<file path="src/msf_pkg.sv">
// Shared constants, record layouts and controller/datapath interface types.
package msf_pkg;

   localparam int VERTEX_MAX = 64;
   localparam int EDGE_MAX   = 256;

   localparam int VTX_W    = 6;
   localparam int WEIGHT_W = 16;
   localparam int VC_W     = 7;
   localparam int PAR_AW   = (VERTEX_MAX > 1) ? $clog2(VERTEX_MAX) : 1;
   localparam int EDGE_W   = (EDGE_MAX > 1) ? $clog2(EDGE_MAX) : 1;
   localparam int CNT_W    = EDGE_W + 1;
   localparam int EREC_W   = 2 * VTX_W + WEIGHT_W;
   localparam int KEY_W    = WEIGHT_W + EDGE_W;

   localparam logic [VC_W-1:0] VC_RESET = VC_W'(64);

   typedef struct packed {
      logic load;
      logic scan_start;
      logic scan_step;
      logic pick;
      logic find_issue;
      logic find_check;
      logic link;
      logic hold_new;
      logic push_held;
      logic push_final;
   } ctrl_cmd_type;

   typedef struct packed {
      logic req_fire;
      logic req_last;
      logic stop;
      logic scan_end;
      logic have_best;
      logic out_of_range;
      logic fnd_root;
      logic fnd_phase;
      logic roots_equal;
      logic held_valid;
      logic out_free;
   } ctrl_sts_type;

endpackage

</file>
<file path="src/msf_ctrl.sv">
// Controller state machine sequencing load, selection scan, find and union.
module msf_ctrl (
   input  logic                  clock,
   input  logic                  reset,
   input  msf_pkg::ctrl_sts_type sts,
   output msf_pkg::ctrl_cmd_type cmd
);

   localparam logic [3:0] ST_LOAD  = 4'd0;
   localparam logic [3:0] ST_NEXT  = 4'd1;
   localparam logic [3:0] ST_SCAN  = 4'd2;
   localparam logic [3:0] ST_PICK  = 4'd3;
   localparam logic [3:0] ST_ISSUE = 4'd4;
   localparam logic [3:0] ST_CHECK = 4'd5;
   localparam logic [3:0] ST_JOIN  = 4'd6;
   localparam logic [3:0] ST_HOLD  = 4'd7;
   localparam logic [3:0] ST_FINAL = 4'd8;

   logic [3:0] state_ff, state_in;

   always_comb begin
      cmd      = '0;
      state_in = state_ff;
      case (state_ff)
         ST_LOAD: begin
            cmd.load = 1'b1;
            if (sts.req_fire && sts.req_last) begin
               state_in = ST_NEXT;
            end
         end
         ST_NEXT: begin
            if (sts.stop) begin
               state_in = ST_FINAL;
            end else begin
               cmd.scan_start = 1'b1;
               state_in       = ST_SCAN;
            end
         end
         ST_SCAN: begin
            cmd.scan_step = 1'b1;
            if (sts.scan_end) begin
               state_in = ST_PICK;
            end
         end
         ST_PICK: begin
            if (!sts.have_best) begin
               state_in = ST_FINAL;
            end else begin
               cmd.pick = 1'b1;
               state_in = sts.out_of_range ? ST_NEXT : ST_ISSUE;
            end
         end
         ST_ISSUE: begin
            cmd.find_issue = 1'b1;
            state_in       = ST_CHECK;
         end
         ST_CHECK: begin
            cmd.find_check = 1'b1;
            if (sts.fnd_root && sts.fnd_phase) begin
               state_in = ST_JOIN;
            end else begin
               state_in = ST_ISSUE;
            end
         end
         ST_JOIN: begin
            if (sts.roots_equal) begin
               state_in = ST_NEXT;
            end else begin
               cmd.link = 1'b1;
               state_in = ST_HOLD;
            end
         end
         ST_HOLD: begin
            if (!sts.held_valid) begin
               cmd.hold_new = 1'b1;
               state_in     = ST_NEXT;
            end else if (sts.out_free) begin
               cmd.push_held = 1'b1;
               state_in      = ST_NEXT;
            end
         end
         ST_FINAL: begin
            if (sts.out_free) begin
               cmd.push_final = 1'b1;
               state_in       = ST_LOAD;
            end
         end
         default: begin
            state_in = ST_LOAD;
         end
      endcase
   end

   always_ff @(posedge clock) begin
      if (reset) begin
         state_ff <= ST_LOAD;
      end else begin
         state_ff <= state_in;
      end
   end

endmodule

</file>
<file path="config.mk">
export PLATFORM = sky130hd
export DESIGN_NAME = msf_ctrl
export DESIGN_NICKNAME = d
export VERILOG_FILES = /design/src/msf_pkg.sv /design/src/msf_ctrl.sv
export SDC_FILE = /design/constraint.sdc
export NUM_CORES = 1
export LEC_CHECK = 0
export CORE_AREA = 10 10 47 49
export CTS_BUF_LIST = sky130_fd_sc_hd__clkbuf_4 sky130_fd_sc_hd__clkbuf_8 sky130_fd_sc_hd__clkbuf_16
export DETAILED_ROUTE_END_ITERATION = 10
export DIE_AREA = 0 0 57 59
export DONT_BUFFER_PORTS = 1
export SYNTH_ARGS = -nofsm -noshare
export SYNTH_HDL_FRONTEND = slang
export SYNTH_SLANG_ARGS = --single-unit
</file>
<file path="constraint.sdc">
create_clock -name clock -period 1.3 [get_ports clock]
set_input_delay 0.065 -clock clock [delete_from_list [all_inputs] [get_ports clock]]
set_output_delay 0.065 -clock clock [all_outputs]
set_load 0.005 [all_outputs]
</file>
==> results.json, run 1 <==
{
  "fin_tns_setup_ps": -181,
  "fmax_mhz": 740,
  "placed_area_um2": 567,
  "setup_viol": 4,
  "hpwl_um": 1020,
  "track_usage_pct": 7.69,
  "num_antenna_cells": 0,
  "seq_power_share_pct": 21.3,
  "cts.clk_slew.worst_paths_ps": 40,
  "synth_top_cell_area_share_pct": 19.3,
  "h-tree-depth": 1,
  "grt_pass1_wl_um": 2100,
  "hold_path_end": "state_ff[0]",
  "num_vias": 455,
  "cellInternalPower_mw": 0.787,
  "largest_reg_flops": 4,
  "postRouteAntennaNets": 0,
  "synth_seq_cells": 4,
  "combinationalPowerShare_pct": 66.8,
  "wl_um": 1320,
  "nNetsFinal": 86,
  "swShare_pct": 37.2,
  "start_kind": "flop",
  "core_area_mm2": 0.00140,
  "synth_edf_count": 0,
  "cp.required_ps": 1450,
  "drtIter0Drc": 5,
  "cts_max_path_buffers": 2,
  "grt_max_degree": 10,
  "r2r-start": "state_ff[3]",
  "synth_cells": 51,
  "first_global_vias": 484,
  "crit_family": "simple AND/OR/NAND/NOR gates",
  "avgSynthCellArea_um2": 8.12,
  "reg2reg_slack_ps": -50,
  "hold_path_depth": 1,
  "end_kind": "flop",
  "status": "finished, violations left",
  "cts_tree": "built",
  "yosysSeqAreaShare_pct": 19.3,
  "power_mw": 1.25,
  "drc": 0,
  "period_minus_slack_ps": 1350,
  "firstDrtPassIters": 4,
  "clock_sinks": 4,
  "synth_top_area_cell": "dfxtp_1",
  "worst_hold_slack_ps": -110,
  "rsz0062_at_grt": "true",
  "row_count": 14,
  "drive_above_1_share_pct": 63.4,
  "wl_per_cell_um": 15.2,
  "relSlewSlack_pct": 80.8,
  "slew_viol_final": 0,
  "synth_commonest_cells": "nand2_1, dfxtp_1",
  "syn_to_final_growth_pct": 67.7,
  "die_area_mm2": 0.00336,
  "initial_utilization_pct": 29.6,
  "crit_fanout": 4,
  "grt_overflow_total": 0,
  "synth_cell_types": 28,
  "num_io_pins": 23,
  "cp.arrival_ps": 1510,
  "hold_viol": 4,
  "p_leak_nw": 0.283,
  "cts_buffers": 3,
  "cts_root_buffer": "clkbuf_4",
  "crit_buf_inv": 0,
  "dieWidth_um": 57,
  "synth_nets": 64,
  "synth_area_um2": 414,
  "setup_slack_ps": -51.8,
  "largestRegisters": "state_ff (4)",
  "place_ws_ps": -158,
  "top_register": "state_ff",
  "violations": "hold timing, setup timing",
  "synth.area.top_cells": "dfxtp_1, nor4b_2, nand2_1",
  "max_stage_delay_ps": 350,
  "r2r_cells": 5,
  "rr_endpoint": "state_ff[0]",
  "place_congestion": 0.756,
  "pwr-share-clk_pct": 11.9,
  "holdCritPathClass": "input pin to flop",
  "crit_type": "flop to flop",
  "grt_antenna_before_repair": 0,
  "yosysMostFrequentCell": "nand2_1",
  "portBuffers": 0,
  "worst_pin_slew_ps": 286,
  "max_cap_violations": 0,
  "synthArstFlopShare_pct": 0,
  "synth_top_flop_cell": "dfxtp_1",
  "final_area_um2": 694,
  "clk_latency_ps": 230,
  "viasPerCell": 5.23,
  "powerDensity_mw_per_mm2": 1800,
  "switchingPower_mw": 0.466,
  "vdd_drop_max_mv": 0.989,
  "ys.warnings.count": 0,
  "crit_chain": "nand2b_4, or3_4, o221ai_4, nand2_2, a21oi_2",
  "nFillCells": 145,
  "worst_path_max_delay_cell": "or3_4",
  "layout.cells.non_filler": 87,
  "numPlacedInstances": 82,
  "hold_start": "reset",
  "period_share_pct": 104,
  "utilization_pct": 49.6,
  "fin_skew_ps": 2.82,
  "die_h_um": 59
}
## worst max path at each step
stage	startpoint	end	slack, ps	cells after the start
floorplan	state_ff[2]	state_ff[0]	-20	5
global placement	state_ff[2]	state_ff[0]	-110	5
detailed placement	state_ff[0]	state_ff[1]	-160	5
CTS	state_ff[1]	state_ff[0]	-70	6
global route	state_ff[3]	state_ff[2]	-110	5
finish	state_ff[3]	state_ff[0]	-50	5
## repair_timing
item,in CTS,in global routing
setup endpoints to repair,11,10
resized for setup,17,8
endpoints found under the hold margin,4,4
pin swaps,7,2
setup buffers,2,0
cloned,0,0
## metal layers
metal	global-route usage [%]	up-vias	part of all wire [%]
met5	0	-	0
met4	5.03	0	2.0
met3	1.93	2	8.2
met2	12.7	24	47
met1	8.53	203	42
li1	-	226	-
## cell type report
class / instances / area [um2] / share of cell area [%]
well taps: 16 / 20.0 / 2.88
multi-input cells: 42 / 373 / 53.7
repair buffers: 21 / 180 / 25.9
flip-flops and latches: 4 / 92.6 / 13.3
inverters: 1 / 6.26 / 0.901
clock buffers: 3 / 22.5 / 3.24
## power groups by stage
stage               clock network (mW)  registers (mW)  logic, mW
floorplan                            0           0.186      0.483
global route                     0.166           0.276      0.905
finish                           0.149           0.267      0.837
CTS                              0.155           0.266      0.808
global placement                     0           0.247      0.656
detailed placement                   0           0.252      0.662
## cell families after synthesis
logic type | after synthesis | synth area share, %
simple gates | 31 | 49.5
compound gates | 11 | 21.1
buf+inv | 5 | 9.97
flops | 4 | 19.3
## layout by cell type, fill, tap and decap left out, types with 3 or more instances in the layout
| master | Yosys | routed |
|---|---|---|
| clkbuf_4 | 0 | 3 |
| buf_4 | 2 | 15 |
| buf_6 | 2 | 6 |
| nor2_1 | 3 | 3 |
| nand2_1 | 7 | 7 |
| dfxtp_4 | 0 | 3 |
Note: power is estimated with default switching activity, not from simulation.
==> run 2: changes to the inputs <==
--- a/config.mk
+++ b/config.mk
@@ -10,6 +10,7 @@
 export DETAILED_ROUTE_END_ITERATION = 10
 export DIE_AREA = 0 0 57 59
 export DONT_BUFFER_PORTS = 1
+export REMOVE_ABC_BUFFERS = 1
 export SYNTH_ARGS = -nofsm -noshare
 export SYNTH_HDL_FRONTEND = slang
 export SYNTH_SLANG_ARGS = --single-unit
==> run 2 against run 1 <==
  * The run still ends with hold timing, setup timing left
  * Hold slack got worse by 3.1 ps
  * Sequential power rose by 7.5%
  * Sequential share of layout area fell by 0.21 points
  * First-iteration DRC count rose by 80%
  * Sequential cell count did not move
  * Clock skew barely moved
  * Clock power barely moved
  * Total power rose by 4.8%
  * Largest cell class unchanged
==> results.json, run 2 (same netlist as run 1, synthesis figures left out) <==
{
  "status": "finished, violations left",
  "violations": "hold timing, setup timing",
  "first_global_vias": 474,
  "placed_area_um2": 554,
  "largest_reg_flops": 4,
  "mostFrequentLayoutCells": "buf_4, nand2_1, buf_6",
  "num_vias": 462,
  "track_usage_pct": 7.39,
  "slew_viol_final": 0,
  "powerDensity_mw_per_mm2": 1860,
  "worst_hold_slack_ps": -113,
  "setup_viol": 5,
  "place_ws_ps": -130,
  "worst_path_max_delay_cell": "dfxtp_2",
  "largestRegisters": "state_ff (4)",
  "top_register": "state_ff",
  "period_share_pct": 105,
  "cts_max_path_buffers": 2,
  "hpwl_um": 1040,
  "grt_pass1_wl_um": 2050,
  "start_kind": "flop",
  "grt_max_degree": 9,
  "m1WireLength_um": 558,
  "p_leak_nw": 0.296,
  "power_mw": 1.31,
  "grt_antenna_before_repair": 0,
  "top_layer_used": "met4",
  "wl_met2_um": 693,
  "final_common_cell": "buf_4",
  "pwr-share-clk_pct": 11.2,
  "die_area_mm2": 0.00336,
  "drc": 0,
  "clk_latency_ps": 230,
  "num_io_pins": 23,
  "portBuffers": 0,
  "rsz0062_at_grt": "true",
  "firstDrtPassIters": 4,
  "nNetsFinal": 87,
  "setup_slack_ps": -59.1,
  "wl_um": 1380,
  "seq_power_share_pct": 21.8,
  "period_minus_slack_ps": 1360,
  "cts_tree": "built",
  "fmax_mhz": 736,
  "cp.arrival_ps": 1480,
  "swShare_pct": 37.7,
  "combinationalPowerShare_pct": 67.0,
  "max_cap_violations": 0,
  "dieWidth_um": 57,
  "relSlewSlack_pct": 81.5,
  "cts.clk_slew.worst_paths_ps": 40,
  "switchingPower_mw": 0.495,
  "wl_met3_um": 112,
  "viasPerCell": 5.25,
  "crit_chain": "nand2b_4, or3_4, o221ai_4, a211o_1, a21oi_2",
  "holdCritPathClass": "input pin to flop",
  "final_area_um2": 706,
  "cp.required_ps": 1420,
  "core_area_mm2": 0.00140,
  "initial_utilization_pct": 29.6,
  "fin_skew_ps": 2.64,
  "cts_buffers": 3,
  "row_count": 14,
  "syn_to_final_growth_pct": 70.4,
  "die_h_um": 59,
  "max_stage_delay_ps": 340,
  "drive_above_1_share_pct": 63.9,
  "crit_type": "flop to flop",
  "crit_fanout": 6,
  "worst_pin_slew_ps": 276,
  "end_kind": "flop",
  "hold_viol": 4,
  "grt_overflow_total": 0,
  "cts_root_buffer": "clkbuf_4",
  "wl_per_cell_um": 15.7,
  "cellInternalPower_mw": 0.818,
  "fin_tns_setup_ps": -197,
  "drtIter0Drc": 9,
  "vdd_drop_max_mv": 0.611,
  "place_congestion": 0.829,
  "h-tree-depth": 1,
  "clock_sinks": 4,
  "num_antenna_cells": 0,
  "postRouteAntennaNets": 0
}
-- run 2: per-layer routing --
| metal | up-vias | global-route usage, % |
|---|---|---|
| met5 | - | 0 |
| met4 | 0 | 3.02 |
| met3 | 2 | 3.00 |
| met2 | 19 | 13.8 |
| met1 | 212 | 7.02 |
| li1 | 229 | - |
-- run 2: power by group through the flow --
stage / combinational (mW) / clock [mW] / sequential (mW)
2_1_floorplan: 0.294 / 0 / 0.259
3_3_place_gp: 0.641 / 0 / 0.237
3_5_place_dp: 0.650 / 0 / 0.240
4_1_cts: 0.770 / 0.153 / 0.273
5_1_grt: 0.941 / 0.161 / 0.297
6_report: 0.879 / 0.147 / 0.287
-- run 2: final cells by class --
cell class,instances,area (um2)
Tap cell,16,20.0
Inverter,1,3.75
Fill cell,134,696
Clock buffer,3,22.5
Sequential cell,4,92.6
Multi-Input combinational cell,42,383
Timing Repair Buffer,22,184
-- run 2: worst paths after layout --
| check | from | cells past startpoint | endpoint | slack, ps |
|---|---|---|---|---|
| worst max-delay path | state_ff[3] | 5 | state_ff[0] | -60 |
| worst min-delay path | reset | 1 | state_ff[0] | -110 |
| worst min register to register | state_ff[1] | 3 | state_ff[1] | 670 |
| worst max register to register | state_ff[3] | 5 | state_ff[0] | -60 |
-- run 2: through the flow --
step	instances	util, %
5_1_grt	88	50.4
6_report	88	50.4
3_3_place_gp	84	39.6
3_5_place_dp	84	39.6
2_1_floorplan	47	-
4_1_cts	86	46.6
-- run 2: critical path, delay by kind of cell, from the launching register on --
kind | cells | cell delay, ps
AO/OA/AOI/OAI | 3 | 430
flip-flops | 1 | 340
AND/OR/NAND/NOR | 2 | 480
-- run 2: repair_timing --
action	4_1_cts	5_1_grt
setup buffers	0	2
endpoints found under the setup margin	10	11
pin swaps	3	2
gates cloned	0	0
resized for setup	17	10
endpoints found under the hold margin	4	4
==> run 3: changes to the inputs <==
--- a/config.mk
+++ b/config.mk
@@ -5,8 +5,10 @@
 export SDC_FILE = /design/constraint.sdc
 export NUM_CORES = 1
 export LEC_CHECK = 0
+export CAP_MARGIN = 30
 export CORE_AREA = 10 10 47 49
 export CTS_BUF_LIST = sky130_fd_sc_hd__clkbuf_4 sky130_fd_sc_hd__clkbuf_8 sky130_fd_sc_hd__clkbuf_16
+export CTS_CLUSTER_DIAMETER = 80
 export DETAILED_ROUTE_END_ITERATION = 10
 export DIE_AREA = 0 0 57 59
 export DONT_BUFFER_PORTS = 1
==> constraint.sdc (replaced) <==
create_clock -name clock -period 1.5 [get_ports clock]
set_input_delay 0.075 -clock clock [delete_from_list [all_inputs] [get_ports clock]]
set_output_delay 0.075 -clock clock [all_outputs]
set_load 0.005 [all_outputs]
==> run 3 against run 2 <==
  * The run now ends clean
  * Sequential power fell by 23%
  * Sequential cell count did not move
  * Setup slack improved by 140 ps
  * Hold slack improved by 140 ps
  * Clock skew barely moved
  * Critical path depth did not move
  * Largest cell class unchanged
  * First-iteration DRC count fell by 33%
  * Routed wire length fell by 15%
  * Combinational power fell by 47%
  * Die area did not move
  * Non-clock buffer count fell by 12
  * Register-to-register slack improved by 140 ps
==> results.json, run 3 (same netlist as run 1, synthesis figures left out) <==
{
  "r2r_cells": 5,
  "slew_viol_final": 0,
  "h-tree-depth": 1,
  "p_leak_nw": 0.203,
  "wl_per_cell_um": 15.4,
  "r2r-start": "state_ff[3]",
  "clock_sinks": 4,
  "crit_type": "flop to flop",
  "cts_tree": "built",
  "seqCellArea_um2": 85.1,
  "wl_met3_um": 118,
  "wl_um": 1170,
  "core_area_mm2": 0.00140,
  "cts_buffers": 3,
  "crit_fanout": 7,
  "fin_skew_ps": 2.26,
  "rsz0062_at_grt": "false",
  "relSlewSlack_pct": 80.6,
  "num_io_pins": 23,
  "cts_root_buffer": "clkbuf_4",
  "setup_viol": 0,
  "die_area_mm2": 0.00336,
  "power_mw": 0.824,
  "grt_pass1_wl_um": 1840,
  "final_common_cell": "buf_4",
  "vdd_drop_max_mv": 0.499,
  "hold_path_end": "state_ff[2]",
  "top_layer_used": "met4",
  "placed_area_um2": 464,
  "m1WireLength_um": 442,
  "cts.clk_slew.worst_paths_ps": 40,
  "portBuffers": 0,
  "end_kind": "flop",
  "nNetsFinal": 75,
  "grt_antenna_before_repair": 0,
  "largest_reg_flops": 4,
  "reg2reg_slack_ps": 80,
  "row_count": 14,
  "holdCritPathClass": "input pin to flop",
  "status": "finished clean",
  "initial_utilization_pct": 29.6,
  "rr_endpoint": "state_ff[0]",
  "largestRegisters": "state_ff (4)",
  "postRouteAntennaNets": 0,
  "multi_input_area_um2": 304,
  "hpwl_um": 975,
  "cts_max_path_buffers": 2,
  "final_area_um2": 513,
  "drc": 0,
  "period_share_pct": 94.8,
  "viasPerCell": 5.24,
  "die_h_um": 59,
  "drtIter0Drc": 6,
  "dieWidth_um": 57,
  "period_minus_slack_ps": 1420,
  "hold_viol": 0,
  "utilization_pct": 36.6,
  "numPlacedInstances": 72,
  "first_global_vias": 430,
  "start_kind": "flop",
  "syn_to_final_growth_pct": 23.9,
  "cp.required_ps": 1670,
  "nFillCells": 155,
  "firstDrtPassIters": 4,
  "grt_overflow_total": 0,
  "num_antenna_cells": 0,
  "powerDensity_mw_per_mm2": 1610,
  "mostFrequentLayoutCells": "buf_4, nand2_1, dfxtp_2",
  "grt_max_degree": 10,
  "top_register": "state_ff",
  "wl_met2_um": 593,
  "worst_pin_slew_ps": 291,
  "hold_path_depth": 2,
  "cp.arrival_ps": 1590,
  "fmax_mhz": 703,
  "num_vias": 398,
  "track_usage_pct": 6.66,
  "max_cap_violations": 0,
  "place_congestion": 0.813,
  "cts_setup_buffers": 0,
  "drive_above_1_share_pct": 43.3,
  "hold_start": "sts[5]",
  "layout.cells.non_filler": 76,
  "clk_latency_ps": 240
}
-- run 3: cell type report --
type,count,share of cell area (%)
tap,16,3.90
inverter,1,0.732
multi-input combinational,42,59.3
sequential,4,16.6
clock buffer,3,4.39
timing repair buffer,10,15.1
-- run 3: layer usage --
| metal | up-vias | track usage (%) |
|---|---|---|
| met2 | 13 | 12.1 |
| met4 | 0 | 3.02 |
| met5 | - | 0 |
| li1 | 205 | - |
| met1 | 178 | 6.18 |
| met3 | 2 | 3.22 |
-- run 3: worst max-delay path by stage --
stage / startpoint / to / slack [ps] / depth (start not counted)
after floorplan: state_ff[1] / state_ff[0] / -9 / 5
after global placement: state_ff[0] / state_ff[1] / 30 / 5
after detailed placement: state_ff[1] / state_ff[0] / 20 / 5
after CTS: state_ff[0] / cmd[8] / 1 / 3
after global routing: state_ff[3] / state_ff[0] / 6 / 5
final: state_ff[3] / state_ff[0] / 80 / 5
-- run 3: repair_timing --
item,in CTS,in global routing
setup endpoints to repair,0,4
hold endpoints to repair,4,0
resized for setup,0,5
hold buffers,1,0
-- run 3: metrics by stage --
stage | setup slack (ps) | hold slack, ps | setup TNS, ps
floorplan | -9.19 | 137 | -9.19
global placement | 28.7 | 139 | 0
detailed placement | 22.7 | 140 | 0
CTS | 1.10 | 34.9 | 0
global route | 6.30 | 39.7 | 0
finish | 78.0 | 31.2 | 0
-- run 3: power breakdown --
part | internal (mW) | switching [mW]
Combinational | 0.250 | 0.215
Sequential | 0.149 | 0.0730
Clock | 0.0897 | 0.0480
Total | 0.489 | 0.335
-- run 3: critical path, stage by stage (launching register included) --
cell and delay (ps):
dfxtp_2 370, and4b_4 220, a21oi_2 180, o221ai_4 150, a211o_1 300, a21oi_2 130
